## src/design/pds_pkg.sv

```systemverilog
// -----------------------------------------------------------------------------
// pds_pkg
// Shared types and constants of the periodic deadline scheduler.
// -----------------------------------------------------------------------------
`timescale 1ns / 1ps

package pds_pkg;

   // fixed widths
   localparam int TIME_BITS      = 48;
   localparam int IDX_MAX_BITS   = 8;
   localparam int OUT_INDEX_BITS = 4;
   localparam int MAX_FIRE       = 16;
   localparam int COUNT_BITS     = $clog2(MAX_FIRE + 1);

   // parameter defaults
   localparam int DEF_ENTRIES     = 16;
   localparam int DEF_PERIOD_BITS = 32;

   // command codes
   localparam logic [1:0] CMD_TICK   = 2'd0;
   localparam logic [1:0] CMD_ADD    = 2'd1;
   localparam logic [1:0] CMD_REMOVE = 2'd2;

   // candidate handed from cell to cell during a sweep
   typedef struct packed {
      logic                    valid;
      logic [TIME_BITS-1:0]    expiry;
      logic [IDX_MAX_BITS-1:0] idx;
   } cand_type;

   // control broadcast from the sequencer to every cell
   typedef struct packed {
      logic                    add;
      logic                    remove;
      logic                    fire;
      logic                    clear_done;
      logic [IDX_MAX_BITS-1:0] idx;
      logic [TIME_BITS-1:0]    period;
      logic [TIME_BITS-1:0]    now;
   } ctl_type;

endpackage

```

## src/design/pds_cell.sv

```systemverilog
// -----------------------------------------------------------------------------
// pds_cell
// One timer entry; compares itself against the candidate passed from the
// previous cell and hands the earlier due entry to the next cell.
// -----------------------------------------------------------------------------
`timescale 1ns / 1ps

module pds_cell #(
   parameter int INDEX       = 0,
   parameter int PERIOD_BITS = pds_pkg::DEF_PERIOD_BITS
) (
   input  logic              clock,
   input  logic              reset,
   input  pds_pkg::ctl_type  ctl,
   input  pds_pkg::cand_type cand_in,
   output pds_pkg::cand_type cand_out
);

   logic                           valid_ff, valid_in;
   logic                           done_ff, done_in;
   logic [PERIOD_BITS-1:0]         period_ff, period_in;
   logic [pds_pkg::TIME_BITS-1:0]  expiry_ff, expiry_in;
   pds_pkg::cand_type              cand_ff, cand_in_w;
   logic                           sel;
   logic                           elig;
   logic                           take;

   assign sel = (ctl.idx == pds_pkg::IDX_MAX_BITS'(INDEX));

   // entry update from add, remove and fire
   always_comb begin
      valid_in  = valid_ff;
      done_in   = done_ff;
      period_in = period_ff;
      expiry_in = expiry_ff;
      if (ctl.clear_done) begin
         done_in = 1'b0;
      end
      if (sel && ctl.add) begin
         valid_in  = 1'b1;
         period_in = ctl.period[PERIOD_BITS-1:0];
         expiry_in = ctl.now + pds_pkg::TIME_BITS'(ctl.period[PERIOD_BITS-1:0]);
      end
      if (sel && ctl.remove) begin
         valid_in = 1'b0;
      end
      if (sel && ctl.fire) begin
         done_in   = 1'b1;
         expiry_in = ctl.now + pds_pkg::TIME_BITS'(period_ff);
      end
   end

   // keep earlier candidate; ties stay with the lower index upstream
   assign elig = valid_ff && !done_ff && (expiry_ff <= ctl.now);
   assign take = elig && (!cand_in.valid || (expiry_ff < cand_in.expiry));

   always_comb begin
      cand_in_w = cand_in;
      if (take) begin
         cand_in_w.valid  = 1'b1;
         cand_in_w.expiry = expiry_ff;
         cand_in_w.idx    = pds_pkg::IDX_MAX_BITS'(INDEX);
      end
   end

   always_ff @(posedge clock) begin
      if (reset) begin
         valid_ff      <= 1'b0;
         done_ff       <= 1'b0;
         cand_ff.valid <= 1'b0;
      end else begin
         valid_ff      <= valid_in;
         done_ff       <= done_in;
         cand_ff.valid <= cand_in_w.valid;
      end
      period_ff      <= period_in;
      expiry_ff      <= expiry_in;
      cand_ff.expiry <= cand_in_w.expiry;
      cand_ff.idx    <= cand_in_w.idx;
   end

   assign cand_out = cand_ff;

endmodule

```

## config.mk

```make
export PLATFORM = sky130hd
export DESIGN_NAME = pds_cell
export DESIGN_NICKNAME = d
export VERILOG_FILES = /design/src/design/pds_pkg.sv /design/src/design/pds_cell.sv
export SDC_FILE = /design/constraint.sdc
export NUM_CORES = 1
export LEC_CHECK = 0
export BUFFER_PORTS_ARGS = -buffer_cell sky130_fd_sc_hd__buf_2
export CAP_MARGIN = 40
export CORE_ASPECT_RATIO = 2
export CORE_MARGIN = 3
export CORE_UTILIZATION = 59
export DETAILED_ROUTE_END_ITERATION = 10
export GPL_TIMING_DRIVEN = 0
export PLACE_DENSITY = 0.87
export SETUP_SLACK_MARGIN = 0.05
export SLEW_MARGIN = 10
export SYNTH_ARGS = -nofsm -noshare
export SYNTH_HDL_FRONTEND = slang
export SYNTH_SLANG_ARGS = --single-unit
```

## constraint.sdc

```tcl
create_clock -name clock -period 8.6 [get_ports clock]
set_input_delay 0.43 -clock clock [delete_from_list [all_inputs] [get_ports clock]]
set_output_delay 0.43 -clock clock [all_outputs]
set_load 0.02 [all_outputs]
```

==> impl_metrics.env <==
export IMPL_drtAntennaViolNets=0
export IMPL_synth_distinct_cells=57
export IMPL_reg2reg_setup_slack_ns=4.78
export IMPL_relSlewSlack_pct=38.2
export IMPL_worst_setup_path_start_kind="input port"
export IMPL_synth_compound_area_share_pct=13.7
export IMPL_start_util_pct=60.9
export IMPL_dpl_instance_area_sq_mm=0.0108
export IMPL_die_w_um=95.6
export IMPL_num_rows=64
export IMPL_finalSetupViolations=0
export IMPL_synthArstFlopShare_pct=0
export IMPL_period_share_pct=59.7
export IMPL_multi_input_area_sq_mm=0.00529
export IMPL_syn_cell_area_sq_mm=0.00946
export IMPL_crit_arrival_ns=5.30
export IMPL_drt_total_wl_um=26600
export IMPL_synth_fa_ha_area_share_pct=17.4
export IMPL_fin_tns_setup_ns=0
export IMPL_hold_class="in -> reg"
export IMPL_layout_drive_gt1_share_pct=28.8
export IMPL_cts_buffer_depth=2
export IMPL_cp_end_kind="flop"
export IMPL_place_congestion=0.922
export IMPL_cts_resized=0
export IMPL_status="complete, no violations"
export IMPL_cts_inserted_buffers=17
export IMPL_post_cts_buffers=0
export IMPL_grt_max_degree=33
export IMPL_synth_xor_area_share_pct=3.52
export IMPL_yosys_area_share_simple_pct=10.0
export IMPL_synth_top_family_by_area="adder cells"
export IMPL_fmax_ghz=0.195
export IMPL_synthCells=915
export IMPL_muxShareOfSynthArea_pct=11.2
export IMPL_dr_pass1_iters=5
export IMPL_grt_use_total_pct=30.6
export IMPL_synth_seq_cells=139
export IMPL_clock_skew_ns=0.0108
export IMPL_worst_pin_slew_ns=0.923
export IMPL_post_drt_wl_per_cell_um=19.6
export IMPL_final_nets=1440
export IMPL_syn_avg_cell_area_sq_um=10.3
export IMPL_drt_iter0_drc=315
export IMPL_core_sq_mm=0.0155
export IMPL_port_buffers=207
export IMPL_seq_area_frac_synth_pct=37.9
export IMPL_finalHoldViolations=0
export IMPL_finalCriticalPeriod_ns=5.13
export IMPL_total_power_mw=1.85
export IMPL_hold_buffers=0
export IMPL_design_area_sq_mm=0.0114
export IMPL_routed_via_density=5.96
export IMPL_clockRootBuffer="clkbuf_16"
export IMPL_crit_type="in -> reg"
export IMPL_ys_flop_type="edfxtp_1"
export IMPL_clkTransAtPathRegs_ns=0.06
export IMPL_yosys_warnings=0
export IMPL_area_sequential_sq_mm=0.00358
export IMPL_grt_pass1_wl_um=40900
export IMPL_grt_pass1_vias=8538
export IMPL_num_fill_cells=1088
export IMPL_drcViolationCount=0
export IMPL_power_density_mw_per_mm2=162
export IMPL_cp_required_ns=8.77
export IMPL_syn2layout_area_growth_pct=20.6
export IMPL_clk_latency_ns=0.43
export IMPL_maxCapViolCount=0
export IMPL_cts_tree="built"
export IMPL_gr_total_overflow=0
export IMPL_syn_num_nets=1213
export IMPL_synth_edff_count=80
export IMPL_die_area_sq_mm=0.0177
export IMPL_die_h_um=185
export IMPL_ir_worst_vdd_mv=0.121
export IMPL_leakage_nw=5.40
export IMPL_h_tree_depth=4
export IMPL_antenna_found_initial=8
export IMPL_cts_sinks=139
export IMPL_rsz0062_at_grt="no"
export IMPL_dp_hpwl_um=20600
export IMPL_num_vias=8098
export IMPL_ios=224
export IMPL_critPathMaxFanout=10
export IMPL_slew_viol_final=0
worst paths after layout:
kind,cells after the start,start,endpoint
worst min-delay path,2,ctl[106],valid_ff
worst min register to register,2,done_ff,done_ff
worst max register to register,11,period_ff[25],expiry_ff[38]
worst max-delay path,17,ctl[101],expiry_ff[38]
worst max-delay path, stage by stage:
cell	delay [ns]
buf_2	0.09
or4_1	0.51
nor2_1	0.21
nand2_1	0.28
clkbuf_1	0.46
mux2_2	0.40
ha_1	0.20
inv_1	0.07
fa_1	0.20
nor2b_1	0.07
o31a_1	0.28
o31a_1	0.29
o21ai_0	0.43
a31oi_1	0.25
o21ai_1	0.65
a21boi_0	0.27
xnor2_1	0.19
Yosys cell counts, types with 8 or more instances:
cell type / count / share of area (%)
nor2b_1: 16 / 1.1
nor3_1: 8 / 0.42
nand4_1: 26 / 1.7
and3_1: 8 / 0.53
nand3_1: 21 / 1.1
o21ai_0: 31 / 1.6
a21boi_0: 9 / 0.71
dfxtp_1: 59 / 12
a211oi_1: 11 / 0.87
mux2_2: 40 / 4.8
mux2_4: 40 / 6.3
inv_1: 116 / 4.6
nand2_1: 45 / 1.8
a21o_1: 24 / 1.9
ha_1: 130 / 17
xnor2_1: 32 / 3.0
clkbuf_1: 17 / 0.67
a21oi_1: 77 / 4.1
edfxtp_1: 80 / 25
nor2_1: 32 / 1.3
cell families after synthesis:
family / count (synthesis)
compound gates: 204
simple gates: 183
buf+inv: 139
flops: 139
fa+ha+maj: 131
mux: 81
xor+xnor: 38
sequential cells by signal, indices dropped and copies added (netlist names):
| register | flops |
|---|---|
| cand_out | 57 |
| done_ff | 1 |
| valid_ff | 1 |
| period_ff | 32 |
| expiry_ff | 48 |
routing by layer:
layer	GRT usage [%]	vias up	wire length, um	share of wire [%]
li1	-	3797	-	-
met5	0	-	25	0.094
met2	55.5	392	14100	53
met1	28.8	3763	8590	32
met3	8.46	140	2020	7.6
met4	20.7	6	1830	6.9
through the flow:
stage	hold slack, ns	cells	setup WS, ns	util (%)
2_1_floorplan	0.438	915	4.45	-
3_3_place_gp	0.457	1320	3.27	69.2
4_1_cts	0.174	1353	3.56	73.4
6_report	0.184	1358	3.47	73.5
5_1_grt	0.169	1358	3.24	73.5
3_5_place_dp	0.467	1321	3.14	69.3
cell usage in the layout (no fill, tap or decap), types with 4 or more instances in the layout:
cell type / synthesis / final
buf_2: 1 / 208
ha_1: 130 / 130
inv_1: 116 / 115
edfxtp_1: 80 / 80
a21oi_1: 77 / 77
dfxtp_1: 59 / 59
nand2_1: 45 / 44
mux2_2: 40 / 40
mux2_4: 40 / 40
nor2_1: 32 / 32
xnor2_1: 32 / 32
o21ai_0: 31 / 31
nand4_1: 26 / 26
a21o_1: 24 / 24
nand3_1: 21 / 21
clkbuf_16: 0 / 21
clkbuf_1: 17 / 19
nor2b_1: 16 / 16
a211oi_1: 11 / 11
a21boi_0: 9 / 9
and3_1: 8 / 8
nor3_1: 8 / 8
o21bai_1: 6 / 6
o211ai_1: 6 / 6
and4_1: 6 / 6
xor2_1: 6 / 6
diode_2: 0 / 5
nand2b_1: 5 / 5
a221oi_1: 5 / 5
a31oi_1: 5 / 5
buf_12: 4 / 5
o21a_1: 4 / 4
nor4_1: 4 / 4
a211o_1: 4 / 4
power by group:
part           total [mW]  internal, mW  switching, mW
clock               0.776         0.483          0.293
combinational       0.339         0.147          0.193
sequential          0.732         0.727        0.00506
total                1.85          1.36          0.491
area by class of cell:
class / count / share of cell area, %
timing repair buffer: 208 / 9.25
inverter: 116 / 3.81
clock inverter: 7 / 0.625
buffer: 23 / 1.40
antenna: 5 / 0.110
tap: 198 / 2.17
sequential: 139 / 31.4
multi-input combinational: 637 / 46.3
clock buffer: 25 / 4.91
Power figures use the tool's default switching activity.
